`src/rtl/core/mlgs_pkg.sv`:
```
// shared types and constants for the masked life generation step
`default_nettype none

package mlgs_pkg;

   localparam int ROW_W         = 32;
   localparam int CFG_W         = 6;
   localparam int MAX_WIDTH_DEF = 32;
   localparam int COUNT_W       = 4;
   localparam int QUEUE_DEPTH   = 4;
   localparam int QPTR_W        = $clog2(QUEUE_DEPTH);

   localparam logic [CFG_W-1:0]   WIDTH_RESET   = CFG_W'(32);
   localparam logic [COUNT_W-1:0] BIRTH_COUNT   = COUNT_W'(3);
   localparam logic [COUNT_W-1:0] SURVIVE_COUNT = COUNT_W'(2);

   typedef struct packed {
      logic any_alive;
      logic any_diff;
   } row_flags_type;

   typedef struct packed {
      logic [ROW_W-1:0] next_cells;
      logic             frame_end;
      logic             all_dead;
      logic             no_change;
   } rsp_word_type;

endpackage

`default_nettype wire

```
`src/rtl/core/mlgs_cell.sv`:
```
// one cell lane: neighbor count and the birth/survival rule
`default_nettype none

module mlgs_cell (
   input  logic [7:0] nbr,
   input  logic       alive,
   output logic       next_alive
);

   logic [mlgs_pkg::COUNT_W-1:0] n;

   always_comb begin
      n = '0;
      for (int i = 0; i < 8; i++) begin
         n = n + mlgs_pkg::COUNT_W'(nbr[i]);
      end
   end

   assign next_alive = (n == mlgs_pkg::BIRTH_COUNT) |
                       (alive & (n == mlgs_pkg::SURVIVE_COUNT));

endmodule

`default_nettype wire

```
`src/rtl/core/mlgs_row.sv`:
```
// row of cell lanes with the merge of their results into row flags
`default_nettype none

module mlgs_row #(
   parameter int LANES = 32
) (
   input  logic [LANES-1:0]     above,
   input  logic [LANES-1:0]     mid,
   input  logic [LANES-1:0]     below,
   input  logic [LANES-1:0]     present,
   output logic [LANES-1:0]     next_row,
   output mlgs_pkg::row_flags_type flags
);

   // padded with a dead column on each side, no wrap
   logic [LANES+1:0] ap;
   logic [LANES+1:0] mp;
   logic [LANES+1:0] bp;
   logic [LANES-1:0] raw;

   assign ap = {1'b0, above, 1'b0};
   assign mp = {1'b0, mid, 1'b0};
   assign bp = {1'b0, below, 1'b0};

   for (genvar x = 0; x < LANES; x++) begin : g_lane
      mlgs_cell u_cell (
         .nbr        ({ap[x], ap[x+1], ap[x+2], mp[x], mp[x+2], bp[x], bp[x+1], bp[x+2]}),
         .alive      (mid[x]),
         .next_alive (raw[x])
      );
   end

   assign next_row        = raw & present;
   assign flags.any_alive = |next_row;
   assign flags.any_diff  = |((next_row ^ mid) & present);

endmodule

`default_nettype wire

```
`src/rtl/core/mlgs_queue.sv`:
```
// small result queue taking up to two words a cycle and giving one unless stalled
`default_nettype none

module mlgs_queue (
   input  logic                   clock,
   input  logic                   reset,
   input  logic                   push_one,
   input  logic                   push_two,
   input  mlgs_pkg::rsp_word_type word_a,
   input  mlgs_pkg::rsp_word_type word_b,
   output logic                   room_ok,
   output logic                   rsp_valid,
   input  logic                   rsp_stall,
   output mlgs_pkg::rsp_word_type rsp_word
);

   localparam int CNT_W = mlgs_pkg::QPTR_W + 1;

   mlgs_pkg::rsp_word_type mem_ff [mlgs_pkg::QUEUE_DEPTH];

   logic [mlgs_pkg::QPTR_W-1:0] wr_ptr_ff, wr_ptr_in;
   logic [mlgs_pkg::QPTR_W-1:0] rd_ptr_ff, rd_ptr_in;
   logic [CNT_W-1:0]            count_ff, count_in;
   logic                        pop;
   logic [CNT_W-1:0]            n_push;

   assign rsp_valid = (count_ff != '0);
   assign rsp_word  = mem_ff[rd_ptr_ff];
   assign pop       = rsp_valid & ~rsp_stall;
   // two free slots needed before a word is taken
   assign room_ok   = (count_ff <= CNT_W'(mlgs_pkg::QUEUE_DEPTH - 2));

   always_comb begin
      n_push    = push_two ? CNT_W'(2) : (push_one ? CNT_W'(1) : '0);
      wr_ptr_in = wr_ptr_ff + n_push[mlgs_pkg::QPTR_W-1:0];
      rd_ptr_in = rd_ptr_ff + mlgs_pkg::QPTR_W'(pop);
      count_in  = count_ff + n_push - CNT_W'(pop);
   end

   always_ff @(posedge clock) begin
      if (reset) begin
         wr_ptr_ff <= '0;
         rd_ptr_ff <= '0;
         count_ff  <= '0;
      end else begin
         wr_ptr_ff <= wr_ptr_in;
         rd_ptr_ff <= rd_ptr_in;
         count_ff  <= count_in;
      end
   end

   always_ff @(posedge clock) begin
      if (push_one | push_two) begin
         mem_ff[wr_ptr_ff] <= word_a;
      end
      if (push_two) begin
         mem_ff[wr_ptr_ff + mlgs_pkg::QPTR_W'(1)] <= word_b;
      end
   end

endmodule

`default_nettype wire

```
`src/rtl/core/masked_life_generation_step.sv`:
```
// top level: line buffers, two lane rows, frame flags and result queue
`default_nettype none

// One Conway generation (birth on 3, survival on 2 or 3) over a grid that
// does not wrap. Rows enter top to bottom, one word per cycle, back to
// back unless stalled. Each row gives the next generation of the row above
// it; the bottom row (last_row) also gives its own, so one input word
// yields zero, one or two result words, the last one carrying frame_end
// with the all_dead and no_change flags for the whole frame. Both rows are
// computed in the cycle the word is taken, by two rows of MAX_WIDTH (at
// most 32) cell lanes, and land in a four-word queue; the result port
// drains one word per cycle unless stalled, so a sustained rate of one row
// per cycle holds. req_stall rises while the queue has fewer than two free
// slots. Columns at or beyond csr_width_in_use, or with a clear mask bit,
// are dead and read 0. Write the width only between frames while idle.
module masked_life_generation_step #(
   parameter int MAX_WIDTH = mlgs_pkg::MAX_WIDTH_DEF
) (
   input  logic                       clock,
   input  logic                       reset,
   input  logic                       req_valid,
   output logic                       req_stall,
   input  logic [mlgs_pkg::ROW_W-1:0] req_row_cells,
   input  logic [mlgs_pkg::ROW_W-1:0] req_row_mask,
   input  logic                       req_last_row,
   output logic                       rsp_valid,
   input  logic                       rsp_stall,
   output logic [mlgs_pkg::ROW_W-1:0] rsp_next_cells,
   output logic                       rsp_frame_end,
   output logic                       rsp_all_dead,
   output logic                       rsp_no_change,
   input  logic                       csr_valid,
   output logic                       csr_ready,
   input  logic [mlgs_pkg::CFG_W-1:0] csr_width_in_use
);

   localparam int LANES = (MAX_WIDTH < mlgs_pkg::ROW_W) ? MAX_WIDTH : mlgs_pkg::ROW_W;

   logic [mlgs_pkg::CFG_W-1:0] width_ff;
   logic [LANES-1:0] older_cells_ff, older_mask_ff;
   logic [LANES-1:0] middle_cells_ff, middle_mask_ff;
   logic [1:0]       rows_seen_ff, rows_seen_in;
   logic             dead_ff, dead_in;
   logic             same_ff, same_in;

   logic             accept;
   logic             room_ok;
   logic [LANES-1:0] lim;
   logic [LANES-1:0] cur_p, cur_c, mid_p, mid_c, old_p, old_c, mid_for_b;
   logic [LANES-1:0] nx_a, nx_b;
   logic             has_a;
   logic             dead_a, same_a, dead_b, same_b;
   logic [mlgs_pkg::ROW_W-1:0] row_a, row_b;

   mlgs_pkg::row_flags_type flags_a, flags_b;
   mlgs_pkg::rsp_word_type  word_a, word_b, first_word, out_word;

   assign csr_ready = 1'b1;
   assign req_stall = ~room_ok;
   assign accept    = req_valid & room_ok;

   // column in use when below the width register
   for (genvar x = 0; x < LANES; x++) begin : g_lim
      assign lim[x] = (width_ff > mlgs_pkg::CFG_W'(x));
   end

   always_comb begin
      has_a     = (rows_seen_ff != 2'd0);
      cur_p     = req_row_mask[LANES-1:0] & lim;
      cur_c     = req_row_cells[LANES-1:0] & cur_p;
      mid_p     = middle_mask_ff & lim;
      mid_c     = middle_cells_ff & mid_p;
      old_p     = rows_seen_ff[1] ? (older_mask_ff & lim) : '0;
      old_c     = older_cells_ff & old_p;
      mid_for_b = has_a ? mid_c : '0;
   end

   mlgs_row #(.LANES(LANES)) u_row_a (
      .above    (old_c),
      .mid      (mid_c),
      .below    (cur_c),
      .present  (mid_p),
      .next_row (nx_a),
      .flags    (flags_a)
   );

   mlgs_row #(.LANES(LANES)) u_row_b (
      .above    (mid_for_b),
      .mid      (cur_c),
      .below    ('0),
      .present  (cur_p),
      .next_row (nx_b),
      .flags    (flags_b)
   );

   always_comb begin
      dead_a = dead_ff & ~(has_a & flags_a.any_alive);
      same_a = same_ff & ~(has_a & flags_a.any_diff);
      dead_b = dead_a & ~flags_b.any_alive;
      same_b = same_a & ~flags_b.any_diff;

      row_a = '0;
      row_a[LANES-1:0] = nx_a;
      row_b = '0;
      row_b[LANES-1:0] = nx_b;

      word_a.next_cells = row_a;
      word_a.frame_end  = 1'b0;
      word_a.all_dead   = 1'b0;
      word_a.no_change  = 1'b0;
      word_b.next_cells = row_b;
      word_b.frame_end  = 1'b1;
      word_b.all_dead   = dead_b;
      word_b.no_change  = same_b;

      first_word = has_a ? word_a : word_b;
   end

   always_comb begin
      rows_seen_in = rows_seen_ff;
      dead_in      = dead_ff;
      same_in      = same_ff;
      if (accept) begin
         if (req_last_row) begin
            rows_seen_in = 2'd0;
            dead_in      = 1'b1;
            same_in      = 1'b1;
         end else begin
            rows_seen_in = rows_seen_ff[1] ? 2'd2 : rows_seen_ff + 2'd1;
            dead_in      = dead_a;
            same_in      = same_a;
         end
      end
   end

   always_ff @(posedge clock) begin
      if (reset) begin
         width_ff        <= mlgs_pkg::WIDTH_RESET;
         older_cells_ff  <= '0;
         older_mask_ff   <= '0;
         middle_cells_ff <= '0;
         middle_mask_ff  <= '0;
         rows_seen_ff    <= 2'd0;
         dead_ff         <= 1'b1;
         same_ff         <= 1'b1;
      end else begin
         if (csr_valid & csr_ready) begin
            width_ff <= csr_width_in_use;
         end
         rows_seen_ff <= rows_seen_in;
         dead_ff      <= dead_in;
         same_ff      <= same_in;
         if (accept) begin
            if (req_last_row) begin
               older_cells_ff  <= '0;
               older_mask_ff   <= '0;
               middle_cells_ff <= '0;
               middle_mask_ff  <= '0;
            end else begin
               older_cells_ff  <= middle_cells_ff;
               older_mask_ff   <= middle_mask_ff;
               middle_cells_ff <= req_row_cells[LANES-1:0];
               middle_mask_ff  <= req_row_mask[LANES-1:0];
            end
         end
      end
   end

   mlgs_queue u_queue (
      .clock     (clock),
      .reset     (reset),
      .push_one  (accept & (has_a ^ req_last_row)),
      .push_two  (accept & has_a & req_last_row),
      .word_a    (first_word),
      .word_b    (word_b),
      .room_ok   (room_ok),
      .rsp_valid (rsp_valid),
      .rsp_stall (rsp_stall),
      .rsp_word  (out_word)
   );

   assign rsp_next_cells = out_word.next_cells;
   assign rsp_frame_end  = out_word.frame_end;
   assign rsp_all_dead   = out_word.all_dead;
   assign rsp_no_change  = out_word.no_change;

endmodule

`default_nettype wire

```
`config.mk`:
```
export PLATFORM = sky130hd
export DESIGN_NAME = masked_life_generation_step
export DESIGN_NICKNAME = d
export VERILOG_FILES = /design/src/rtl/core/mlgs_pkg.sv /design/src/rtl/core/mlgs_cell.sv /design/src/rtl/core/mlgs_row.sv /design/src/rtl/core/mlgs_queue.sv /design/src/rtl/core/masked_life_generation_step.sv
export SDC_FILE = /design/constraint.sdc
export NUM_CORES = 1
export LEC_CHECK = 0
export BUFFER_PORTS_ARGS = -buffer_cell sky130_fd_sc_hd__buf_4
export CAP_MARGIN = 20
export CELL_PAD_IN_SITES_DETAIL_PLACEMENT = 0
export CELL_PAD_IN_SITES_GLOBAL_PLACEMENT = 1
export CORE_MARGIN = 3
export CORE_UTILIZATION = 27
export CTS_BUF_LIST = sky130_fd_sc_hd__clkbuf_4 sky130_fd_sc_hd__clkbuf_8
export DETAILED_ROUTE_END_ITERATION = 6
export GPL_TIMING_DRIVEN = 0
export PLACE_DENSITY_LB_ADDON = 0.1
export SLEW_MARGIN = 20
export SYNTH_ARGS = -nofsm -noshare
export SYNTH_HDL_FRONTEND = slang
export SYNTH_SLANG_ARGS = --single-unit
```
`constraint.sdc`:
```
create_clock -name clock -period 5.7 [get_ports clock]
set_input_delay 0.57 -clock clock [delete_from_list [all_inputs] [get_ports clock]]
set_output_delay 0.57 -clock clock [all_outputs]
set_load 0.02 [all_outputs]
```
==> results of run 1 <==
-- worst max-delay path by stage --
stage                     slack [ns]  depth (start not counted)   startpoint              endpoint
after floorplan                0.001                         20  width_ff[5]  u_queue.mem_ff[1][0]
after global placement         -2.05                         22  width_ff[5]  u_queue.mem_ff[0][1]
after detailed placement       -2.06                         22  width_ff[5]  u_queue.mem_ff[0][1]
after CTS                      -0.10                         24  width_ff[2]  u_queue.mem_ff[0][0]
after global routing           -0.17                         23  width_ff[5]  u_queue.mem_ff[0][0]
final                          -0.04                         23  width_ff[5]  u_queue.mem_ff[0][0]
-- cells in the mapped netlist (11+ instances only) --
| library cell | n | area [sq um] |
|---|---|---|
| sky130_fd_sc_hd__nor4_1 | 18 | 112.6 |
| sky130_fd_sc_hd__o2111ai_1 | 26 | 227.7 |
| sky130_fd_sc_hd__and4b_1 | 20 | 200.2 |
| sky130_fd_sc_hd__xor2_1 | 30 | 262.8 |
| sky130_fd_sc_hd__o22ai_1 | 140 | 875.8 |
| sky130_fd_sc_hd__o21ai_0 | 17 | 85.08 |
| sky130_fd_sc_hd__ha_1 | 186 | 2327 |
| sky130_fd_sc_hd__buf_1 | 11 | 41.29 |
| sky130_fd_sc_hd__nor2_1 | 132 | 495.5 |
| sky130_fd_sc_hd__nand4_1 | 48 | 300.3 |
| sky130_fd_sc_hd__mux2_2 | 15 | 168.9 |
| sky130_fd_sc_hd__inv_1 | 318 | 1194 |
| sky130_fd_sc_hd__nand2b_1 | 17 | 106.4 |
| sky130_fd_sc_hd__nor2b_1 | 53 | 331.6 |
| sky130_fd_sc_hd__nand2_1 | 363 | 1363 |
| sky130_fd_sc_hd__a22oi_1 | 15 | 112.6 |
| sky130_fd_sc_hd__nor3_1 | 22 | 110.1 |
| sky130_fd_sc_hd__clkbuf_1 | 100 | 375.4 |
| sky130_fd_sc_hd__dfxtp_1 | 149 | 2983 |
| sky130_fd_sc_hd__nand3_1 | 74 | 370.4 |
| sky130_fd_sc_hd__fa_1 | 129 | 2582 |
| sky130_fd_sc_hd__xnor2_1 | 33 | 289.0 |
| sky130_fd_sc_hd__o21bai_1 | 57 | 427.9 |
| sky130_fd_sc_hd__mux2i_1 | 27 | 270.3 |
| sky130_fd_sc_hd__mux4_2 | 35 | 788.3 |
| sky130_fd_sc_hd__a21oi_1 | 192 | 960.9 |
| sky130_fd_sc_hd__edfxtp_1 | 136 | 4084 |
-- kinds of logic (layout without fill, tap and decap cells) --
| logic type | count (synthesis) | count (layout) | share of synthesized area (%) |
|---|---|---|---|
| DFF | 285 | 285 | 31.02 |
| muxes | 77 | 77 | 5.388 |
| AOI/OAI and AO/OA | 527 | 527 | 14.98 |
| adders and majority gates | 315 | 315 | 21.55 |
| and+or+nand+nor | 819 | 819 | 17.31 |
| xor gates and xnor gates | 63 | 63 | 2.422 |
| buffers and inverters | 441 | 747 | 7.315 |
| other | 1 | 2 | 0.01646 |
-- power by group through the flow --
stage	registers [mW]	logic (mW)	clock network (mW)
finish	2.46	2.55	2.25
global route	2.48	2.76	2.38
CTS	2.46	2.49	2.29
detailed placement	2.50	2.36	0
global placement	2.50	2.32	0
floorplan	2.45	1.39	0
-- state kept, by name, summed over array words and instances (netlist names) --
signal	cells
width_ff	6
u_queue.rd_ptr_ff	2
middle_mask_ff	32
u_queue.mem_ff	140
same_ff	1
rows_seen_ff	2
u_queue.count_ff	3
dead_ff	1
older_mask_ff	32
older_cells_ff	32
middle_cells_ff	32
u_queue.wr_ptr_ff	2
-- per-stage QoR --
| step | setup WS, ns | TNS (ns) | power [mW] |
|---|---|---|---|
| CTS | -0.1022 | -0.3799 | 7.241 |
| finish | -0.04216 | -0.05277 | 7.271 |
| detailed placement | -2.065 | -85.09 | 4.860 |
| global placement | -2.050 | -180.08 | 4.818 |
| floorplan | 0.001414 | 0 | 3.841 |
| global route | -0.1698 | -1.219 | 7.620 |
-- critical path, delay by kind of cell (launching register included) --
family                     cells  cell delay [ns]
xor gates and xnor gates       1             0.07
buffers and inverters          6             0.57
adders and majority gates      5             2.03
AOI/OAI and AO/OA              3             0.69
DFF                            1             0.36
and+or+nand+nor                8             1.84
-- final cells by class --
class / instances / area (sq um)
Buffer: 109 / 591.8
Multi-Input combinational cell: 1802 / 15260
Fill cell: 8623 / 54370
Sequential cell: 285 / 7087
Inverter: 323 / 1227
Clock buffer: 81 / 1002
Antenna cell: 1 / 2.502
Clock inverter: 16 / 165.2
Timing Repair Buffer: 218 / 1724
Tap cell: 1070 / 1339
-- layer usage --
metal	GRT usage (%)	vias up
met2	36.92	578
met3	2.344	119
met4	6.074	0
met5	0	-
met1	30.80	10240
li1	-	9422
-- timing repair --
item,CTS,global route
hold endpoints to repair,0,0
pin swaps,32,69
gates resized for setup,194,114
setup buffers,37,65
endpoints found under the setup margin,126,15
==> metrics.md, run 1 <==
| Metric | Value |
|---|---|
| Outcome | finished with violations |
| Failing checks | setup timing |
| Portion of the post-synthesis area used by sequential elements | ~31% |
| Period Utilization, post-route | 100.7% |
| Reg2reg end | u_queue.mem_ff[0][0] |
| Net switching power | approximately 2.8 mW |
| WP data required | between 6 and 7 ns |
| Top routing layer in use | met4 |
| Initial standard-cell utilization of the core | 27.53% |
| Power density normalized to cell area | between 200 and 300 mW/mm^2 |
| Count of input and output buffers | 110 |
| Layout Nets | approximately 3200 |
| Detailed Route WL | just under 100000 um |
| Relative slew margins | between 10% and 20% |
| Count of cell types in the netlist | a little over 80 |
| Core area | roughly 0.083 sq mm |
| Placed instance count | approximately 3700 |
| Pint | 4.517 mW |
| Buffer depth of the longest clock path | 3 |
| Vias post-DR | 20360 |
| Via density per instance | between 5 and 6 |
| Fraction of power consumed by combinational cells | between 30% and 40% |
| LEAKAGE | approximately 13 nW |
| DR DRC count | 0 |
| Worst-case register-to-register setup slack | -0.04 ns |
| Clock transition at path regs | around 0.06 ns |
| Post-layout min period | roughly 5.7 ns |
| Wirelength per Cell | ~25 um |
| Routed met3 length | just under 5000 um |
| Buffer type at the clock tree root | sky130_fd_sc_hd__clkbuf_8 |
| Total die area | between 0.08 and 0.09 sq mm |
| Hold buffer count at CTS | 0 |
| Die extent in y | 296.5 um |
| Initial antenna violation count | 3 |
| Most common cell after layout, fill and taps aside | sky130_fd_sc_hd__nand2_1 |
| Length of routed met2 wiring | between 40000 and 50000 um |
| Category of the worst setup path launch point | flip-flop |
| Number of non-filler instances in the completed layout | 3905 |
| Async S/R FF share, synth | 0% |
| Worst ir drop on vdd | approximately 0.00016 V |
| H-Tree Level Count | 2 |
| Max FO, Critical Path | 5 |
| Synth Flop Type | sky130_fd_sc_hd__dfxtp_1 |
| Antenna-violating nets left | 0 |
| Most used cells in the layout excluding fill and tap cells | 352 x sky130_fd_sc_hd__nand2_1, 306 x sky130_fd_sc_hd__inv_1, 209 x sky130_fd_sc_hd__buf_4 |
| Type of the most critical hold path | input pin to flip-flop |
| Transition time of the tightest slew-check pin | between 1 and 1.5 ns |
| Clock Power Share | 31.0% |
| Startpoint of the worst register-to-register path | width_ff[5] |
| Final setup viols | 3 |
| Maximum clock rate | approximately 170 MHz |
| Number of warning messages in the yosys log | 0 |
| Total standard cell area after synthesis | about 0.023 sq mm |
| Fraction of final layout cells sized beyond drive strength 1 | just over 20% |
| Hold WS | around 0.15 ns |
| Clock tree from TritonCTS | done |
| Maximum number of pins on one net before global-route repair | 19 |
| Number of cell instances on the worst register-to-register path | 23 |
| Num ports | roughly 110 |
| Post-Route Skew | 0.04523 ns |
| Slew Viols, Final | 0 |
| Endpoints failing hold | 0 |
| GR Util All Layers | 22.23% |
| Area delta synth->final | 24.64% |
| Worst path max stage delay | roughly 0.56 ns |
| Max-cap viol count | 0 |
| Final non-filler cell area | roughly 0.028 sq mm |
| Vias in the first global route | between 20000 and 25000 |
| Placed cell area | 0.02512 sq mm |
| Critical Path, Cell by Cell | buf_6 > buf_6 > a211o_4 > or2_4 > nand3_4 > xor2_2 > ha_1 > inv_2 > fa_1 > fa_1 > inv_2 > ha_4 > fa_1 > and4b_1 > a22o_1 > nor2_2 > or3_1 > or4_4 > nor4_4 > buf_6 > buf_6 > nand3b_1 > a21oi_1 |
| Synthesis-stage register bit count | ~290 |
| Slowest cell on the critical path | sky130_fd_sc_hd__fa_1 |
| Critical path class | flip-flop to flip-flop |
| Unrepaired setup endpoints after global routing | true |
| Gate Count Post-Synth | about 2500 |
| Data arrival time of the worst path | 6.27 ns |
| Leftover overflow at the end of global routing | 0 |
| Fraction of power consumed by sequential logic | 33.9% |
| Half-perimeter wire length after detailed placement | between 70000 and 80000 um |
| Final worst-path setup slack | -0.04216 ns |
| EDFF count, synth | approximately 140 |
| Floorplan die width | around 300 um |
| Wire length of the first global-routing pass | about 140000 um |
| Number of buffers inserted during clock tree synthesis | 55 |
| Worst hold path depth | 2 |
| Global placer's final weighted congestion | around 0.85 |
| Number of DRC violations after detailed-routing iteration 0 | 1509 |
| Cell repeated most along the worst path | sky130_fd_sc_hd__buf_6 |
| Sinks on Clock Net | about 290 |
| Hold Startpoint | csr_width_in_use[5] |
| Initial DRT Pass Iterations | 5 |
| Switching part of the total power | 37.87% |
| Metal-1 WL | 44830 um |
| Post-Synthesis Net Count | 2919 |
| Capture endpoint of the worst hold path | width_ff[5] |
| Post-Syn Area per Cell | about 9.0 sq um |
| Number of placement rows | around 110 |
| Clock insertion delay at the later pin of the skew report | around 0.68 ns |
| Type of destination of the critical path | flip-flop |
| Final core utilization | between 30% and 40% |
Note: power is estimated with default switching activity, not from simulation.
==> run 2, diff against run 1 <==
--- a/config.mk
+++ b/config.mk
@@ -12,9 +12,10 @@
 export CORE_MARGIN = 3
 export CORE_UTILIZATION = 27
 export CTS_BUF_LIST = sky130_fd_sc_hd__clkbuf_4 sky130_fd_sc_hd__clkbuf_8
+export CTS_CLUSTER_SIZE = 14
 export DETAILED_ROUTE_END_ITERATION = 6
 export GPL_TIMING_DRIVEN = 0
-export PLACE_DENSITY_LB_ADDON = 0.1
+export PLACE_DENSITY_LB_ADDON = 0.05
 export SLEW_MARGIN = 20
 export SYNTH_ARGS = -nofsm -noshare
 export SYNTH_HDL_FRONTEND = slang
==> metrics.md, run 2 (synthesis gave the netlist of run 1 again) <==
| Metric | Value |
|---|---|
| Outcome | finished with violations |
| Failing checks | setup timing |
| Area of the multi-input gates | approximately 0.015 sq mm |
| Relative slew margins | 19.95% |
| Maximum number of pins on one net before global-route repair | 23 |
| Clock transition at path regs | about 0.060 ns |
| Number of buffers inserted during clock tree synthesis | 55 |
| Antenna-violating nets left | 0 |
| Initial DRT Pass Iterations | 6 |
| Storage element area | slightly above 0.007 sq mm |
| Post-layout min period | 5.811 ns |
| Max FO, Critical Path | 5 |
| Sinks on Clock Net | approximately 290 |
| Core area | between 0.08 and 0.09 sq mm |
| Wirelength per Cell | about 26 um |
| Number of placement rows | 105 |
| Slew Viols, Final | 0 |
| Final core utilization | 33.77% |
| Worst path max stage delay | 0.56 ns |
| Data arrival time of the worst path | between 6 and 7 ns |
| Slowest cell on the critical path | sky130_fd_sc_hd__fa_1 |
| Critical path class | flip-flop to flip-flop |
| Total die area | 0.08790 sq mm |
| Type of the most critical hold path | input pin to flip-flop |
| Layout Nets | 3153 |
| Fraction of final layout cells sized beyond drive strength 1 | a little under a fifth |
| Half-perimeter wire length after detailed placement | a little over 80000 um |
| Critical Path, Cell by Cell | or4_4 > a21o_4 > nand3_4 > xnor2_1 > ha_1 > inv_2 > fa_1 > fa_1 > inv_2 > ha_4 > fa_1 > and4b_1 > a22oi_2 > mux2_4 > a222oi_1 > o2111ai_2 > nor4_4 > nand2_2 > a211oi_2 |
| Category of the worst setup path launch point | flip-flop |
| Number of DRC violations after detailed-routing iteration 0 | 1495 |
| Most common cell after layout, fill and taps aside | sky130_fd_sc_hd__nand2_1 |
| Detailed Route WL | between 100000 and 150000 um |
| Global placer's final weighted congestion | roughly 0.9 |
| Wire length of the first global-routing pass | between 100000 and 150000 um |
| GR Util All Layers | 22.90% |
| Vias post-DR | between 20000 and 25000 |
| Leftover overflow at the end of global routing | 0 |
| DR DRC count | 0 |
| Hold buffer count at CTS | 0 |
| Worst ir drop on vdd | between 0.00015 and 0.0002 V |
| WP data required | 6.23 ns |
| Via density per instance | slightly above 5 |
| Final sum of negative setup slack | -0.3906 ns |
| Final setup viols | 4 |
| Buffer type at the clock tree root | sky130_fd_sc_hd__clkbuf_8 |
| Hold Startpoint | csr_width_in_use[5] |
| Num ports | about 110 |
| Initial standard-cell utilization of the core | ~28% |
| Period Utilization, post-route | 101.9% |
| Post-Route Skew | 0.05082 ns |
| Transition time of the tightest slew-check pin | around 1.2 ns |
| Buffer depth of the longest clock path | 3 |
| Count of input and output buffers | 110 |
| Maximum clock rate | between 150 and 200 MHz |
| Vias in the first global route | roughly 20000 |
| Initial antenna violation count | 2 |
| Final worst-path setup slack | -0.1107 ns |
| H-Tree Level Count | 2 |
| Type of destination of the critical path | flip-flop |
| Most used cells in the layout excluding fill and tap cells | 355 x sky130_fd_sc_hd__nand2_1, 309 x sky130_fd_sc_hd__inv_1, 184 x sky130_fd_sc_hd__ha_1 |
| Max-cap viol count | 0 |
| Register containing the most flip-flops in the final layout | u_queue.mem_ff |
| Worst setup path startpoint | width_ff[3] |
| Power density normalized to cell area | between 200 and 300 mW/mm^2 |
| Floorplan die width | 296.5 um |
| Startpoint of the worst register-to-register path | width_ff[3] |
| Layout fillers | about 8600 |
| Area delta synth->final | 22.70% |
| Cell repeated most along the worst path | sky130_fd_sc_hd__fa_1 |
| Die extent in y | 296.5 um |
| Number of flip-flops under the largest register name | 140 |
| Clock insertion delay at the later pin of the skew report | 0.69 ns |
| Clock tree from TritonCTS | done |
| LEAKAGE | 12.27 nW |
| Endpoints failing hold | 0 |
| Unrepaired setup endpoints after global routing | true |
## run 2: per-layer routing
layer  vias to the layer above  wire length, um  share of wire [%]  global-route usage (%)
met5                         -                0                  0                       0
met2                       553            46540                 46                   37.75
met4                         0             3007                3.0                   6.038
met1                     10070            46130                 46                   31.42
li1                       9368                -                  -                       -
met3                       128             5225                5.2                   3.382
## run 2: path summary, 6_finish.rpt
path / slack [ns] / cells past startpoint / to
setup / recovery: -0.11 / 19 / u_queue.mem_ff[1][0]
hold / removal: 0.15 / 2 / width_ff[5]
setup reg to reg: -0.11 / 19 / u_queue.mem_ff[1][0]
hold reg to reg: 0.45 / 2 / u_queue.mem_ff[3][2]
## run 2: repair_timing
item | 4_1_cts | 5_1_grt
buffers inserted | 35 | 30
hold endpoints to repair | 0 | 0
endpoints found under the setup margin | 125 | 17
pin swaps | 35 | 42
gates resized for setup | 209 | 54
## run 2: cell type report
| type | count | share of cell area [%] |
|---|---|---|
| clock inverter | 27 | 0.7519 |
| sequential | 285 | 25.35 |
| clock buffer | 73 | 3.236 |
| timing repair buffer | 183 | 5.147 |
| inverter | 323 | 4.360 |
| buffer | 112 | 2.216 |
| multi-input combinational | 1802 | 54.14 |
| antenna | 1 | 0.008952 |
| tap | 1070 | 4.789 |
## run 2: worst max-delay path, delay by kind of cell (launching register included)
family,cells,cell delay (ns)
flip-flops,1,0.36
XOR/XNOR,1,0.08
buffers and inverters,2,0.08
multiplexers,1,0.34
AND/OR/NAND/NOR,5,1.26
AO/OA/AOI/OAI,5,1.54
adder cells (fa/ha/maj),5,1.98
## run 2: per-stage QoR
stage	area [sq um]	hold WS [ns]	power, mW	setup WS, ns	instances
after global placement	24950	0.4300	4.839	-2.003	3708
after floorplan	22790	0.4185	3.841	0.001414	2528
after global routing	27950	0.1310	7.506	-0.2396	3876
after detailed placement	25170	0.4369	4.882	-2.013	3715
after CTS	27460	0.1070	7.154	-0.1775	3845
final	27950	0.1539	7.134	-0.1107	3876
## run 2: power breakdown
part           switching [mW]  internal (mW)  leakage, nW  total [mW]
Sequential              0.132           2.33         2.55        2.46
Combinational            1.62          0.904         9.13        2.52
Clock                    1.01           1.14        0.590        2.15
==> run 3, diff against run 2 <==
--- a/config.mk
+++ b/config.mk
@@ -12,6 +12,7 @@
 export CORE_MARGIN = 3
 export CORE_UTILIZATION = 27
 export CTS_BUF_LIST = sky130_fd_sc_hd__clkbuf_4 sky130_fd_sc_hd__clkbuf_8
+export CTS_CLUSTER_DIAMETER = 120
 export CTS_CLUSTER_SIZE = 14
 export DETAILED_ROUTE_END_ITERATION = 6
 export GPL_TIMING_DRIVEN = 0
@@ -19,4 +20,5 @@
 export SLEW_MARGIN = 20
 export SYNTH_ARGS = -nofsm -noshare
 export SYNTH_HDL_FRONTEND = slang
+export SYNTH_HIERARCHICAL = 1
 export SYNTH_SLANG_ARGS = --single-unit
==> constraint.sdc (replaced) <==
create_clock -name clock -period 5.2 [get_ports clock]
set_input_delay 0.52 -clock clock [delete_from_list [all_inputs] [get_ports clock]]
set_output_delay 0.52 -clock clock [all_outputs]
set_load 0.02 [all_outputs]
==> metrics.md, run 3 <==
| Metric | Value |
|---|---|
| Number of placement rows | 117 |
| Cell type contributing the most total cell area after synthesis | sky130_fd_sc_hd__fa_1 |
| Number of buffers inserted during clock tree synthesis | 24 |
| DR DRC count | 0 |
| Hold Startpoint | reset |
| Post-Route Skew | 0.03803 ns |
| Sinks on Clock Net | between 200 and 300 |
| Worst setup path startpoint | width_ff[2] |
| Synth top area share | 18.44% |
| Clock insertion delay at the later pin of the skew report | 0.64 ns |
| Area contributors post-synth | sky130_fd_sc_hd__fa_1 18%, sky130_fd_sc_hd__edfxtp_1 15%, sky130_fd_sc_hd__dfxtp_1 10%, sky130_fd_sc_hd__inv_1 9.5%, sky130_fd_sc_hd__ha_1 8.8% |
| Number of flip-flops under the largest register name | 140 |
| Period Utilization, post-route | 114.4% |
| Routed met3 length | ~2700 um |
| Count of cell types in the netlist | 62 |
| Commonest cells in the netlist | 709 x sky130_fd_sc_hd__inv_1, 384 x sky130_fd_sc_hd__nand2_1, 257 x sky130_fd_sc_hd__fa_1, 215 x sky130_fd_sc_hd__a21oi_1, 197 x sky130_fd_sc_hd__ha_1 |
| Max-cap viol count | 0 |
| GR Util All Layers | 18.93% |
| Global placer's final weighted congestion | between 0.8 and 0.9 |
| Number of warning messages in the yosys log | 6 |
| Startpoint of the worst register-to-register path | width_ff[2] |
| Layout Nets | 3949 |
| Most common cell after layout, fill and taps aside | sky130_fd_sc_hd__inv_1 |
| Power density normalized to cell area | roughly 230 mW/mm^2 |
| Worst ir drop on vdd | between 0.00015 and 0.0002 V |
| Post-Syn Area per Cell | 9.107 sq um |
| Clock transition at path regs | roughly 0.12 ns |
| Final worst-path setup slack | -0.7499 ns |
| H-Tree Level Count | 1 |
| Buffer type at the clock tree root | sky130_fd_sc_hd__clkbuf_8 |
| Fraction of final layout cells sized beyond drive strength 1 | between 20% and 30% |
| Maximum clock rate | approximately 170 MHz |
| Count of input and output buffers | between 100 and 150 |
| Relative slew margins | 34.17% |
| EDFF count, synth | 140 |
| Core area | 0.1022 sq mm |
| Slew Viols, Final | 0 |
| Half-perimeter wire length after detailed placement | about 82000 um |
| Total standard cell area after synthesis | between 0.02 and 0.03 sq mm |
| Initial DRT Pass Iterations | 5 |
| Portion of the post-synthesis area used by sequential elements | approximately 25% |
| Worst hold path depth | 2 |
| Metal-1 WL | slightly below 50000 um |
| Num ports | ~110 |
| Type of the most critical hold path | input pin to flip-flop |
| Register containing the most flip-flops in the final layout | u_queue/mem_ff |
| Antenna-violating nets left | 0 |
| Vias in the first global route | approximately 23000 |
| Floorplan die width | around 330 um |
| Transition time of the tightest slew-check pin | 0.9874 ns |
| Endpoints failing hold | 0 |
| Number of cell instances on the worst register-to-register path | 18 |
| WP data required | between 5 and 6 ns |
| Total die area | 0.1072 sq mm |
| Outcome | finished with violations |
| Hold WS | approximately 0.11 ns |
| Buffer depth of the longest clock path | 3 |
| Vias post-DR | around 22000 |
| Final setup viols | 10 |
| Gate Count Post-Synth | around 3000 |
| Cell with the most instances after synthesis | sky130_fd_sc_hd__inv_1 |
| Clock tree from TritonCTS | done |
| Data arrival time of the worst path | roughly 6.5 ns |
| Type of destination of the critical path | flip-flop |
| Worst-case register-to-register setup slack | -0.75 ns |
| Leftover overflow at the end of global routing | 0 |
| Unrepaired setup endpoints after global routing | true |
| Wirelength per Cell | 21.18 um |
| Failing checks | setup timing |
| Critical path class | flip-flop to flip-flop |
| Detailed Route WL | just over 100000 um |
| Via density per instance | between 4 and 5 |
| Top routing layer in use | met4 |
| Die extent in y | between 300 and 400 um |
| Synthesis-stage register bit count | between 200 and 300 |
| Async S/R FF share, synth | 0% |
| Wire length of the first global-routing pass | ~150000 um |
| Category of the worst setup path launch point | flip-flop |
| Most used cells in the layout excluding fill and tap cells | 695 x sky130_fd_sc_hd__inv_1, 378 x sky130_fd_sc_hd__nand2_1, 251 x sky130_fd_sc_hd__fa_1 |
| Initial standard-cell utilization of the core | a little over a quarter |
| Number of DRC violations after detailed-routing iteration 0 | approximately 980 |
| Max FO, Critical Path | 5 |
| Synth Flop Type | sky130_fd_sc_hd__dfxtp_1 |
| Final core utilization | between 30% and 40% |
| Initial antenna violation count | 4 |
| Post-layout min period | just under 6 ns |
| Area delta synth->final | 20.16% |
| LEAKAGE | 15.29 nW |
| Length of routed met2 wiring | 49160 um |
| Maximum number of pins on one net before global-route repair | 20 |
[run 3: cell count changes after synthesis, sizes merged, moves of 62 or more]
cell,change
and2,+103
fa,+128
o22ai,-140
or2,+66
clkbuf,-62
mux2,+125
inv,+389
nor2,-82
[run 3: cell families after synthesis]
group,after synthesis,synth area share (%)
compound gates,396,8.867
mux,180,8.791
other cells,4,0.05381
buf+inv,806,11.36
simple gates,870,16.04
xor+xnor,68,2.135
fa+ha+maj,454,27.28
flops,285,25.48
[run 3: worst paths after layout]
check / end
hold reg to reg: older_mask_ff[9]
setup reg to reg: u_queue/mem_ff[0][1]
setup / recovery: u_queue/mem_ff[0][1]
hold / removal: u_queue/count_ff[1]
[run 3: per-layer routing]
metal | track usage, % | up-vias
met4 | 3.148 | 0
met5 | 0 | -
met2 | 32.61 | 286
li1 | - | 10420
met1 | 26.53 | 10960
met3 | 1.077 | 73
[run 3: final cells by class]
type	instances	area (sq um)
fill	10800	68660
multi-input combinational	2079	19050
sequential	285	7126
inverter	711	2673
timing repair buffer	224	1871
tap	1368	1712
buffer	94	620.6
clock buffer	35	419.2
clock inverter	2	37.54
antenna	4	10.01
[run 3: stage by stage]
step / instance area, sq um / power, mW / setup WS [ns] / cells / setup TNS, ns
after floorplan: 28510 / 4.738 / -0.1628 / 3170 / -0.6459
after global placement: 31060 / 5.985 / -3.081 / 4649 / -285.77
after detailed placement: 31240 / 6.075 / -1.763 / 4656 / -21.35
after CTS: 32910 / 7.672 / -0.6640 / 4755 / -6.012
after global routing: 33510 / 8.142 / -0.8511 / 4799 / -7.659
final: 33520 / 7.620 / -0.7499 / 4802 / -6.632
[run 3: timing repair]
action,in CTS,in global routing
buffers inserted,61,42
hold buffers,0,0
endpoints found under the setup margin,72,21
gates resized for setup,201,81
cloned,2,2
pin swaps,52,56
[run 3: critical path: stages, from the launching register on]
cell                      delay [ns]
sky130_fd_sc_hd__dfxtp_2        0.34
sky130_fd_sc_hd__buf_4          0.15
sky130_fd_sc_hd__or4_4          0.56
sky130_fd_sc_hd__and3_4         0.22
sky130_fd_sc_hd__inv_1          0.07
sky130_fd_sc_hd__fa_1           0.45
sky130_fd_sc_hd__fa_1           0.49
sky130_fd_sc_hd__fa_1           0.51
sky130_fd_sc_hd__inv_2          0.05
sky130_fd_sc_hd__ha_4           0.15
sky130_fd_sc_hd__fa_1           0.43
sky130_fd_sc_hd__o21ai_1        0.13
sky130_fd_sc_hd__a21oi_2        0.07
sky130_fd_sc_hd__and2_4         0.15
sky130_fd_sc_hd__or4_4          0.55
sky130_fd_sc_hd__or4_1          0.48
sky130_fd_sc_hd__or4_4          0.58
sky130_fd_sc_hd__a21oi_4        0.24
sky130_fd_sc_hd__mux2_4         0.18
[run 3: power by group]
group	total (mW)	internal [mW]	leakage [nW]	switching [mW]
clock	1.41	0.564	0.240	0.849
sequential	2.70	2.59	2.49	0.104
combinational	3.51	1.33	12.6	2.18
total	7.62	4.49	15.3	3.13
